===== src/hw/rtl/lrupr_pkg.sv =====
// Shared constants, types and controller states of the LRU page replacement unit.
// No dependencies; every other file of the block but the macro header imports this package.
package lrupr_pkg;

  localparam int FRAMES    = 8;
  localparam int PAGE_BITS = 16;
  localparam int FRAME_W   = (FRAMES > 1) ? $clog2(FRAMES) : 1;
  localparam int CNT_W     = $clog2(FRAMES + 1);
  localparam int CFG_W     = 4;
  localparam int MISS_W    = 32;
  localparam int CFG_RESET = 8;

  typedef logic [PAGE_BITS-1:0] page_t;
  typedef logic [FRAME_W-1:0]   frame_idx_t;
  typedef logic [MISS_W-1:0]    miss_cnt_t;

  // Running search result handed from one cell to the next.
  typedef struct packed {
    logic       hit_found;
    frame_idx_t hit_idx;
    frame_idx_t hit_rank;
    logic       empty_found;
    frame_idx_t empty_idx;
    logic       lru_found;
    frame_idx_t lru_idx;
    frame_idx_t lru_rank;
    page_t      lru_page;
  } scan_t;

  // Update broadcast to every cell.
  typedef struct packed {
    logic       apply;
    frame_idx_t slot;
    frame_idx_t limit;
    logic       age_all;
    logic       write_page;
    logic       set_valid;
    page_t      page;
  } cmd_t;

  typedef enum logic [1:0] {
    ST_IDLE,
    ST_LOOKUP,
    ST_UPDATE
  } state_t;

endpackage


===== src/hw/rtl/lrupr_req_if.sv =====
// Request channel of the LRU page replacement unit: one page reference.
// Depends on lrupr_pkg for the page type.
interface lrupr_req_if import lrupr_pkg::*; ();

  logic  valid;
  logic  ready;
  page_t page_number;

  modport source (output valid, output page_number, input ready);
  modport sink   (input valid, input page_number, output ready);

endinterface


===== src/hw/rtl/lrupr_rsp_if.sv =====
// Response channel of the LRU page replacement unit: one lookup result.
// Depends on lrupr_pkg for the field types.
interface lrupr_rsp_if import lrupr_pkg::*; ();

  logic       valid;
  logic       ready;
  logic       hit;
  frame_idx_t frame_index;
  logic       evicted_valid;
  page_t      evicted_page;
  miss_cnt_t  miss_total;

  modport source (output valid, output hit, output frame_index, output evicted_valid,
                  output evicted_page, output miss_total, input ready);
  modport sink   (input valid, input hit, input frame_index, input evicted_valid,
                  input evicted_page, input miss_total, output ready);

endinterface


===== src/hw/rtl/lrupr_cell.sv =====
// One page frame of the LRU chain: page, valid bit and recency rank.
// Depends on lrupr_pkg for the scan and update structs.
module lrupr_cell import lrupr_pkg::*; (
  input  logic       clk,
  input  logic       rst,
  input  frame_idx_t idx,
  input  logic       active,
  input  page_t      key,
  input  scan_t      scan_in,
  output scan_t      scan_out,
  input  cmd_t       cmd
);

  logic       valid;
  frame_idx_t rank;
  page_t      page;
  logic       selected;

  assign selected = (cmd.slot == idx);

  // Fold this frame into the running search: first hit, first empty, oldest.
  always_comb begin
    scan_out = scan_in;
    if (active && valid && (page == key) && !scan_in.hit_found) begin
      scan_out.hit_found = 1'b1;
      scan_out.hit_idx   = idx;
      scan_out.hit_rank  = rank;
    end
    if (active && !valid && !scan_in.empty_found) begin
      scan_out.empty_found = 1'b1;
      scan_out.empty_idx   = idx;
    end
    if (active && valid && (!scan_in.lru_found || (rank > scan_in.lru_rank))) begin
      scan_out.lru_found = 1'b1;
      scan_out.lru_idx   = idx;
      scan_out.lru_rank  = rank;
      scan_out.lru_page  = page;
    end
  end

  // The chosen frame becomes most recent; younger valid frames, or all on a fill, age by one.
  always_ff @(posedge clk) begin
    if (rst) begin
      valid <= 1'b0;
      rank  <= '0;
    end else if (cmd.apply) begin
      if (selected) begin
        rank <= '0;
        if (cmd.set_valid) begin
          valid <= 1'b1;
        end
      end else if (valid && (cmd.age_all || (rank < cmd.limit))) begin
        rank <= rank + 1'b1;
      end
    end
  end

  // Page storage needs no reset; valid bits mark what it holds.
  always_ff @(posedge clk) begin
    if (cmd.apply && selected && cmd.write_page) begin
      page <= cmd.page;
    end
  end

endmodule


===== src/hw/rtl/lru_page_replacement.sv =====
// LRU page replacement unit.
// Requests on req carry one page number each; every request yields exactly one
// response on rsp with hit, frame_index, evicted_valid, evicted_page and the
// saturating miss_total. Both channels use valid/ready, taken on a clock edge
// where both are high. cfg_wr_en with cfg_wr_data sets frames_in_use (0 acts
// as 1, values above the frame count act as the frame count); write it only
// while no request is in flight.
// A request passes through a lookup state, in which the row of frame cells forms
// the hit, empty and oldest-frame search as a ripple from cell to cell, and an
// update state, in which the decision is broadcast back to the cells and the
// response register is loaded. The next request can be taken in the update
// state of the previous one, as that request's update completes.
// A request can be taken while the previous response still waits; the update
// cycle holds while the response register is full and not being drained.
// Reset (rst, synchronous) empties all frames, clears the miss count, sets
// frames_in_use to 8 and drops rsp.valid.
module lru_page_replacement import lrupr_pkg::*; (
  input  logic               clk,
  input  logic               rst,
  lrupr_req_if.sink          req,
  lrupr_rsp_if.source        rsp,
  input  logic               cfg_wr_en,
  input  logic [CFG_W-1:0]   cfg_wr_data
);

  state_t           state;
  state_t           state_next;
  logic [CFG_W-1:0] frames_in_use;
  logic [CNT_W-1:0] active_cnt;
  logic [FRAMES-1:0] active_mask;
  page_t            key;
  cmd_t             cmd;
  cmd_t             cmd_next;
  cmd_t             cmd_cells;
  logic             res_hit;
  logic             res_hit_next;
  logic             res_ev;
  logic             res_ev_next;
  page_t            res_ev_page;
  page_t            res_ev_page_next;
  miss_cnt_t        miss;
  miss_cnt_t        miss_next;
  scan_t            chain [FRAMES+1];
  logic             out_free;
  logic             upd_fire;
  logic             req_fire;

  logic             out_valid;
  logic             out_hit;
  frame_idx_t       out_frame;
  logic             out_ev;
  page_t            out_ev_page;
  miss_cnt_t        out_miss;

  assign req_fire = req.valid && req.ready;
  assign out_free = !out_valid || rsp.ready;

  // Configuration register.
  always_ff @(posedge clk) begin
    if (rst) begin
      frames_in_use <= CFG_W'(CFG_RESET);
    end else if (cfg_wr_en) begin
      frames_in_use <= cfg_wr_data;
    end
  end

  // Clamp the configured frame count into 1..FRAMES.
  always_comb begin
    if (frames_in_use == '0) begin
      active_cnt = CNT_W'(1);
    end else if (32'(frames_in_use) > FRAMES) begin
      active_cnt = CNT_W'(FRAMES);
    end else begin
      active_cnt = CNT_W'(frames_in_use);
    end
  end

  // Hold the referenced page for the lookup.
  always_ff @(posedge clk) begin
    if (req_fire) begin
      key <= req.page_number;
    end
  end

  // Row of frame cells; the search ripples from frame 0 upward.
  assign chain[0] = '0;

  for (genvar i = 0; i < FRAMES; i++) begin : g_cell
    assign active_mask[i] = (CNT_W'(i) < active_cnt);

    lrupr_cell u_cell (
      .clk      (clk),
      .rst      (rst),
      .idx      (FRAME_W'(i)),
      .active   (active_mask[i]),
      .key      (key),
      .scan_in  (chain[i]),
      .scan_out (chain[i+1]),
      .cmd      (cmd_cells)
    );
  end

  // Turn the search result into an update command and response fields.
  always_comb begin
    cmd_next            = '0;
    cmd_next.page       = key;
    res_hit_next        = 1'b0;
    res_ev_next         = 1'b0;
    res_ev_page_next    = '0;
    if (chain[FRAMES].hit_found) begin
      res_hit_next   = 1'b1;
      cmd_next.slot  = chain[FRAMES].hit_idx;
      cmd_next.limit = chain[FRAMES].hit_rank;
    end else if (chain[FRAMES].empty_found) begin
      cmd_next.slot       = chain[FRAMES].empty_idx;
      cmd_next.age_all    = 1'b1;
      cmd_next.write_page = 1'b1;
      cmd_next.set_valid  = 1'b1;
    end else begin
      cmd_next.slot       = chain[FRAMES].lru_idx;
      cmd_next.limit      = chain[FRAMES].lru_rank;
      cmd_next.write_page = 1'b1;
      res_ev_next         = 1'b1;
      res_ev_page_next    = chain[FRAMES].lru_page;
    end
  end

  always_ff @(posedge clk) begin
    if (state == ST_LOOKUP) begin
      cmd         <= cmd_next;
      res_hit     <= res_hit_next;
      res_ev      <= res_ev_next;
      res_ev_page <= res_ev_page_next;
    end
  end

  // The cells only act in the cycle the update completes.
  always_comb begin
    cmd_cells       = cmd;
    cmd_cells.apply = upd_fire;
  end

  // Saturating miss counter.
  always_comb begin
    if (res_hit || (miss == '1)) begin
      miss_next = miss;
    end else begin
      miss_next = miss + 1'b1;
    end
  end

  always_ff @(posedge clk) begin
    if (rst) begin
      miss <= '0;
    end else if (upd_fire) begin
      miss <= miss_next;
    end
  end

  // Controller state register.
  always_ff @(posedge clk) begin
    if (rst) begin
      state <= ST_IDLE;
    end else begin
      state <= state_next;
    end
  end

  // Next state, request ready and update strobe.
  always_comb begin
    state_next = state;
    req.ready  = 1'b0;
    upd_fire   = 1'b0;
    case (state)
      ST_IDLE: begin
        req.ready = 1'b1;
        if (req.valid) begin
          state_next = ST_LOOKUP;
        end
      end
      ST_LOOKUP: begin
        state_next = ST_UPDATE;
      end
      ST_UPDATE: begin
        if (out_free) begin
          upd_fire   = 1'b1;
          req.ready  = 1'b1;
          state_next = req.valid ? ST_LOOKUP : ST_IDLE;
        end
      end
      default: begin
        state_next = ST_IDLE;
      end
    endcase
  end

  // Response register.
  always_ff @(posedge clk) begin
    if (rst) begin
      out_valid <= 1'b0;
    end else if (upd_fire) begin
      out_valid <= 1'b1;
    end else if (rsp.ready) begin
      out_valid <= 1'b0;
    end
  end

  always_ff @(posedge clk) begin
    if (upd_fire) begin
      out_hit     <= res_hit;
      out_frame   <= cmd.slot;
      out_ev      <= res_ev;
      out_ev_page <= res_ev_page;
      out_miss    <= miss_next;
    end
  end

  assign rsp.valid         = out_valid;
  assign rsp.hit           = out_hit;
  assign rsp.frame_index   = out_frame;
  assign rsp.evicted_valid = out_ev;
  assign rsp.evicted_page  = out_ev_page;
  assign rsp.miss_total    = out_miss;

endmodule


===== src/flat_wrapper.sv =====
// flat-port wrapper written by rule: the top's interface ports become plain ports
module lru_page_replacement_flat import lrupr_pkg::*;
  (clk, rst, cfg_wr_en, cfg_wr_data, req_valid, req_page_number, req_ready, rsp_valid, rsp_hit, rsp_frame_index, rsp_evicted_valid, rsp_evicted_page, rsp_miss_total, rsp_ready);
  lrupr_req_if req_i ();
  lrupr_rsp_if rsp_i ();
  input  logic clk;
  input  logic rst;
  input  logic cfg_wr_en;
  input  logic [CFG_W-1:0] cfg_wr_data;
  input wire logic [$bits(req_i.valid)-1:0] req_valid;
  input wire logic [$bits(req_i.page_number)-1:0] req_page_number;
  output wire logic [$bits(req_i.ready)-1:0] req_ready;
  output wire logic [$bits(rsp_i.valid)-1:0] rsp_valid;
  output wire logic [$bits(rsp_i.hit)-1:0] rsp_hit;
  output wire logic [$bits(rsp_i.frame_index)-1:0] rsp_frame_index;
  output wire logic [$bits(rsp_i.evicted_valid)-1:0] rsp_evicted_valid;
  output wire logic [$bits(rsp_i.evicted_page)-1:0] rsp_evicted_page;
  output wire logic [$bits(rsp_i.miss_total)-1:0] rsp_miss_total;
  input wire logic [$bits(rsp_i.ready)-1:0] rsp_ready;
  assign req_i.valid = req_valid;
  assign req_i.page_number = req_page_number;
  assign req_ready = req_i.ready;
  assign rsp_valid = rsp_i.valid;
  assign rsp_hit = rsp_i.hit;
  assign rsp_frame_index = rsp_i.frame_index;
  assign rsp_evicted_valid = rsp_i.evicted_valid;
  assign rsp_evicted_page = rsp_i.evicted_page;
  assign rsp_miss_total = rsp_i.miss_total;
  assign rsp_i.ready = rsp_ready;
  lru_page_replacement u_core (.clk(clk), .rst(rst), .req(req_i), .rsp(rsp_i), .cfg_wr_en(cfg_wr_en), .cfg_wr_data(cfg_wr_data));
endmodule

===== config.mk =====
export PLATFORM = sky130hd
export DESIGN_NAME = lru_page_replacement_flat
export DESIGN_NICKNAME = d
export VERILOG_FILES = /design/src/hw/rtl/lrupr_pkg.sv /design/src/hw/rtl/lrupr_req_if.sv /design/src/hw/rtl/lrupr_rsp_if.sv /design/src/hw/rtl/lrupr_cell.sv /design/src/hw/rtl/lru_page_replacement.sv /design/src/flat_wrapper.sv
export SDC_FILE = /design/constraint.sdc
export NUM_CORES = 1
export LEC_CHECK = 0
export ABC_CLOCK_PERIOD_IN_PS = 17500
export BUFFER_PORTS_ARGS = -buffer_cell sky130_fd_sc_hd__buf_2
export CAP_MARGIN = 20
export CORE_UTILIZATION = 63
export CTS_BUF_LIST = sky130_fd_sc_hd__clkbuf_16
export DETAILED_ROUTE_END_ITERATION = 16
export GPL_ROUTABILITY_DRIVEN = 0
export PLACE_DENSITY = 0.84
export SLEW_MARGIN = 30
export SYNTH_ARGS = -nofsm -noshare
export SYNTH_HDL_FRONTEND = slang
export SYNTH_SLANG_ARGS = --single-unit

===== constraint.sdc =====
create_clock -name clk -period 17.5 [get_ports clk]
set_input_delay 3.5 -clock clk [delete_from_list [all_inputs] [get_ports clk]]
set_output_delay 3.5 -clock clk [all_outputs]
set_load 0.1 [all_outputs]

* After elaboration in Yosys (flattened, before gate mapping)
Cells that the tools add are included.
** Storage, ports and cells
- Register bits after elaboration :: 310
- Bits of input ports :: 25
- Output and inout port bits :: 55
** Operators by class
- $add $sub $neg :: 9
- $lt $le $gt $ge :: 24
- Equality and inequality tests :: 20
- Muxes and demuxes :: 59
- Reductions and logical operators :: 147
** Operator list (number)
- 23-bit 2-to-1 mux :: 7
- 16-bit == test :: 8
- 1-bit logical AND :: 70
- 7-bit 2-to-1 mux :: 8
- 3-bit 2-to-1 mux :: 18
- 4-bit 2-to-1 mux :: 10
- 32-bit by 1-bit adder with 32-bit output, second input constant :: 1
- 32-bit == test, second input constant :: 1
- 32-bit 2-to-1 mux :: 1
- 1-bit zero test :: 30
- 3-bit by 1-bit adder with 3-bit output, second input constant :: 8
- 3-bit less-than comparator :: 8
- 3-bit AND reduction :: 8
- 22-bit 2-to-1 mux :: 1
- 3-bit > comparator :: 7
- 2-bit AND reduction :: 9
- 2-bit nonzero test :: 9
- 1-bit logical OR :: 17
- 3-bit by 4-bit less-than comparator with 1-bit output, first input constant :: 4
- 3-bit == test, second input constant :: 4
- 1-bit by 4-bit less-than comparator with 1-bit output, first input constant :: 2
- 2-bit by 4-bit less-than comparator with 1-bit output, first input constant :: 2
- 1-bit 2-to-1 mux :: 8
- 3-bit by 2-bit == test with 1-bit output, second input constant :: 2
- 14 further kinds :: 16

* Depth between registers and ports, before layout
- Word-level depth :: 36
- Gate-level depth with buffers :: 68
- Depth with buffers taken out :: 60

* Hierarchy
From an unflattened synthesis, not the netlist that was laid out.
** Second synthesis, totals
- Cells, all modules :: 1472
- Area, all modules :: 17583.1 sq um
** By module, submodules not included
- lrupr_cell :: times used 8, cells an instance 124, area an instance 1422.6 sq um, seq. area each 560.5 sq um
- lru_page_replacement :: times used 1, cells an instance 480, area an instance 6202.2 sq um, seq. area each 4113.9 sq um

* Least setup slack after synthesis
OpenSTA, ideal clock, no wires.
- Path kind :: register to register
- Start point :: register u_core.g_cell[0].u_cell.valid
- End point :: register u_core.res_ev_page[0], data pin
- Arrival time :: 11.231 ns
- Setup slack :: 6.013 ns
- Stages on the path, launching flop included :: 63
- Period minus slack after synthesis :: 11.487 ns
- Cell sequence :: dfxtp_1 -> buf_2 -> clkbuf_1 -> nand2_1 -> inv_1 -> ha_1 -> and3_1 -> o21ai_0 -> nor3b_2 -> nor2_1 -> a21oi_1 -> ha_1 -> nand2_1 -> nor2_1 -> o21ai_0 -> o21ai_0 -> o31ai_1 -> buf_2 -> (+27 left out) -> ha_1 -> nor2b_1 -> o21a_1 -> o21ai_0 -> a21oi_1 -> clkbuf_1 -> a211oi_1 -> nor2_1 -> ha_1 -> nor2b_1 -> o21a_1 -> o21ai_0 -> o21ai_0 -> and2_1 -> nor2_1 -> clkbuf_1 -> nand2_1 -> o211a_1
** On the way
- Longest elaborated chain between the ends :: 30
- Elaborated cells on any way between the ends :: 85
** RTL lines
- start, declared :: line lrupr_cell.sv:14 : logic valid;
- start signal, assigned :: line lrupr_cell.sv:44 : valid <= 1'b0;
- start signal, assigned :: line lrupr_cell.sv:50 : valid <= 1'b1;
- 1-bit logical AND :: line lrupr_cell.sv:24, lrupr_cell.sv:33
- 23-bit 2-to-1 mux :: line lrupr_cell.sv:33 : if (active && valid && (!scan_in.lru_found || (rank > scan_in.lru_rank))) begin
- 3-bit > comparator / 1-bit zero test (equally long branches) :: line lrupr_cell.sv:33
- 1-bit logical OR :: line lrupr_cell.sv:33
- 1-bit logical AND :: line lrupr_cell.sv:33
- 23-bit 2-to-1 mux :: line lrupr_cell.sv:33
- 3-bit > comparator / 1-bit zero test (equally long branches) :: line lrupr_cell.sv:33
- 1-bit logical OR :: line lrupr_cell.sv:33
- (+14 left out)
- 3-bit > comparator / 1-bit zero test (equally long branches) :: line lrupr_cell.sv:33
- 1-bit logical OR :: line lrupr_cell.sv:33
- 1-bit logical AND :: line lrupr_cell.sv:33
- 23-bit 2-to-1 mux :: line lrupr_cell.sv:33
- 3-bit > comparator / 1-bit zero test (equally long branches) :: line lrupr_cell.sv:33
- 1-bit logical OR :: line lrupr_cell.sv:33
- 1-bit logical AND :: line lrupr_cell.sv:33
- 22-bit 2-to-1 mux :: line lrupr_cell.sv:33
- end signal, assigned :: line lru_page_replacement.sv:133 : res_ev_page <= res_ev_page_next;
- end, declared :: line lru_page_replacement.sv:39 : page_t res_ev_page;
Parallel ways exist; a longest one is shown, timed or not.
A chain may end at the register's enable or synchronous reset.

==> impl_metrics.yaml <==
layout:
  final_cell_area_um2: 17800
  layout.nets: 1624
  utilization_pct: 70.3
  nFillCells: 1806
  synthToLayoutAreaGrowth_pct: 9.42
  drive_above_1_share_pct: 11.9
  diodes: 0
  seq_area_um2: 8600
  multi_input_area_um2: 7190
global_routing:
  overflow: 0
  grt_pass1_vias: 11400
  antenna_found_initial: 1
  grt_use_total_pct: 29.6
  grt_pass1_wl_um: 61000
  grt_max_degree: 75
worst_setup_path:
  crit_buf_inv: 6
  cp_data_arrival_time_ps: 14210
  reg2reg_slack_ps: 3600
  setup.worst_path.end_class: "flop"
  critPathLaunchType: "flop"
  crit_start: "u_core.g_cell[0].u_cell.valid"
  cp_common_cell: "o21ai_0"
  r2r_start: "u_core.g_cell[0].u_cell.valid"
  crit_type: "flop to flop"
  cp-endpoint: "u_core.cmd[21]"
  critPathTopFamily: "compound AO/OA/AOI/OAI gates"
  max_stage_delay_ps: 750
  crit_path_top_delay_cell: "and2_1"
  r2r-end: "u_core.cmd[21]"
  critPathMaxFanout: 37
  cp.required_ps: 17810
  crit_cells: 56
  reg2reg_depth: 56
detailed_routing:
  ant_nets: 0
  post_drt_wl_per_cell_um: 20.4
  drtPass1Iterations: 5
  dr.first_iter.drc_count: 1349
  route.vias.total: 12100
  viasPerCell: 6.34
  routed_wl_um: 39000
  drc: 0
clock_tree:
  postCtsSetupBuffers: 0
  clkSlewWorstSetupHoldPaths_ps: 70
  clockRootBuffer: "clkbuf_16"
  cts_tree: "done"
  insertion_delay_ps: 570
  ctsResizeCount: 0
  ctsHtreeMaxLevel: 1
  cts_sinks: 310
  numCtsBuffers: 30
  cts_max_path_buffers: 3
  ctsHoldBuffers: 0
synth:
  synth.cell_area_um2: 16200
  syn_inst: 1511
  synth_edf_count: 239
  syn_area_per_cell_um2: 10.7
  yosys.cell_types.count: 90
  yosys_warnings: 0
  synth_commonest_cells: "edfxtp_1, nor2_1, nand2_1"
  synth.largest_area_cell: "edfxtp_1"
  syn_nets: 1579
  ys_seq_elements: 310
  synth_top_family_by_area: "simple AND/OR/NAND/NOR gates"
  yosysMostFrequentCell: "edfxtp_1"
  synthSimpleGateAreaFrac_pct: 17.6
  async_flop_share_pct: 0
  synth_xor_area_share_pct: 10.2
  synth_compound_area_share_pct: 10.8
  ys.flop_type: "edfxtp_1"
  synth.top_cells.by_area: "edfxtp_1, dfxtp_1, xor2_1"
  synth.top_cell.area_share_pct: 44.2
  yosys.area_share.adder_pct: 3.32
  synth.mux.area_fraction_pct: 2.19
  yosysSeqAreaShare_pct: 53.0
run:
  cap_viol_max_count: 0
placement:
  dpl_cell_area_um2: 16800
  hpwl_um: 28000
  io_buffer_count: 79
floorplanning:
  start_util_pct: 64.2
  row_count: 58
  core_area_um2: 25300
  die_height_um: 162
  die_area_um2: 26400
  io_pins: 80
  die_x_um: 162
timing:
  fin_crit_sh_pct: 79.4
  hold_violations: 0
  finalCriticalPeriod_ps: 13900
  finalSetupViolCount: 0
  tightest_slew_ps: 967
  fmax_mhz: 71.9
  slew_viol_final: 0
  fin_skew_ps: 19.9
  rsz0062_at_grt: "false"
  max_slew_margin_pct: 33.8
  setup_tns_ps: 0
hold_path:
  hp-class: "flop to flop"
run_status:
  outcome: "complete, no violations"
power:
  powerDensity_nw_per_um2: 85.9
  leakage_uw: 0.00669
  ir_drop_mv: 0.0854
layout by cell type (no fill, tap or decap), types with 15 or more instances in the layout:
master	instances
inv_1	36
and3_1	20
xnor2_1	73
nor4_1	38
nor2_1	159
clkbuf_16	30
nand3_1	38
nor3_1	46
o211a_1	23
nor2b_1	15
edfxtp_1	239
dfxtp_1	70
xor2_1	116
nand2_1	151
or3_1	17
o21ai_0	54
mux2_2	22
buf_2	79
a21oi_1	53
nand4_1	22
ha_1	43
a21o_1	22
how the worst min path moves through the flow:
stage	startpoint	end	cells past startpoint
2_1_floorplan	u_core.res_ev_page[0]	u_core.rsp.evicted_page[0]	0
3_3_place_gp	u_core.res_ev_page[9]	u_core.rsp.evicted_page[9]	0
3_5_place_dp	u_core.res_ev_page[5]	u_core.rsp.evicted_page[5]	0
4_1_cts	u_core.res_ev_page[5]	u_core.rsp.evicted_page[5]	0
5_1_grt	u_core.res_ev_page[5]	u_core.rsp.evicted_page[5]	0
6_report	u_core.res_ev_page[5]	u_core.rsp.evicted_page[5]	0
kinds of logic (layout without fill, tap and decap cells):
| group | after synthesis | in the layout |
|---|---|---|
| adders and majority gates | 43 | 43 |
| xor gates and xnor gates | 189 | 189 |
| and+or+nand+nor | 582 | 582 |
| AOI/OAI and AO/OA | 245 | 245 |
| muxes | 32 | 32 |
| DFF | 310 | 310 |
| buffers and inverters | 110 | 179 |
where the power goes:
group | switching (uW) | internal [uW] | total [uW]
clock | 272 | 356 | 628
combinational | 51.9 | 22.1 | 74.0
sequential | 20.9 | 802 | 823
state kept, by name (all words and copies together), names as in the netlist, 2 cells and up:
register,cells
u_core.miss,32
u_core.key,16
u_core.g_cell.u_cell.valid,8
u_core.cmd,24
u_core.frames_in_use,4
u_core.rsp.miss_total,32
u_core.g_cell.u_cell.rank,24
u_core.g_cell.u_cell.page,128
u_core.res_ev_page,16
u_core.state,2
u_core.rsp.evicted_page,16
u_core.rsp.frame_index,3
layer usage:
layer | global-route usage [%] | vias to the layer above | share of wire [%] | wire, um
li1 | - | 5580 | - | -
met1 | 41.3 | 5730 | 41 | 15900
met2 | 47.4 | 679 | 46 | 17900
met3 | 4.71 | 126 | 10 | 3980
met4 | 9.82 | 0 | 3.1 | 1190
met5 | 0 | - | 0 | 0
through the flow:
step | hold WS (ps) | total power, uW | std cells | worst slack (ps)
floorplan | 400 | 887 | 1511 | 6010
global placement | 405 | 908 | 1854 | 4120
detailed placement | 405 | 910 | 1854 | 3740
CTS | 420 | 1530 | 1910 | 3640
global route | 429 | 1570 | 1910 | 2410
finish | 418 | 1520 | 1910 | 3600
cell type report:
cell class | count | area share, %
inverters | 36 | 0.761
flip-flops and latches | 310 | 48.4
clock inverters | 26 | 1.19
repair buffers | 87 | 2.57
clock buffers | 30 | 4.23
multi-input cells | 1091 | 40.5
well taps | 330 | 2.33
No activity file was read; power rests on OpenSTA's default activity.
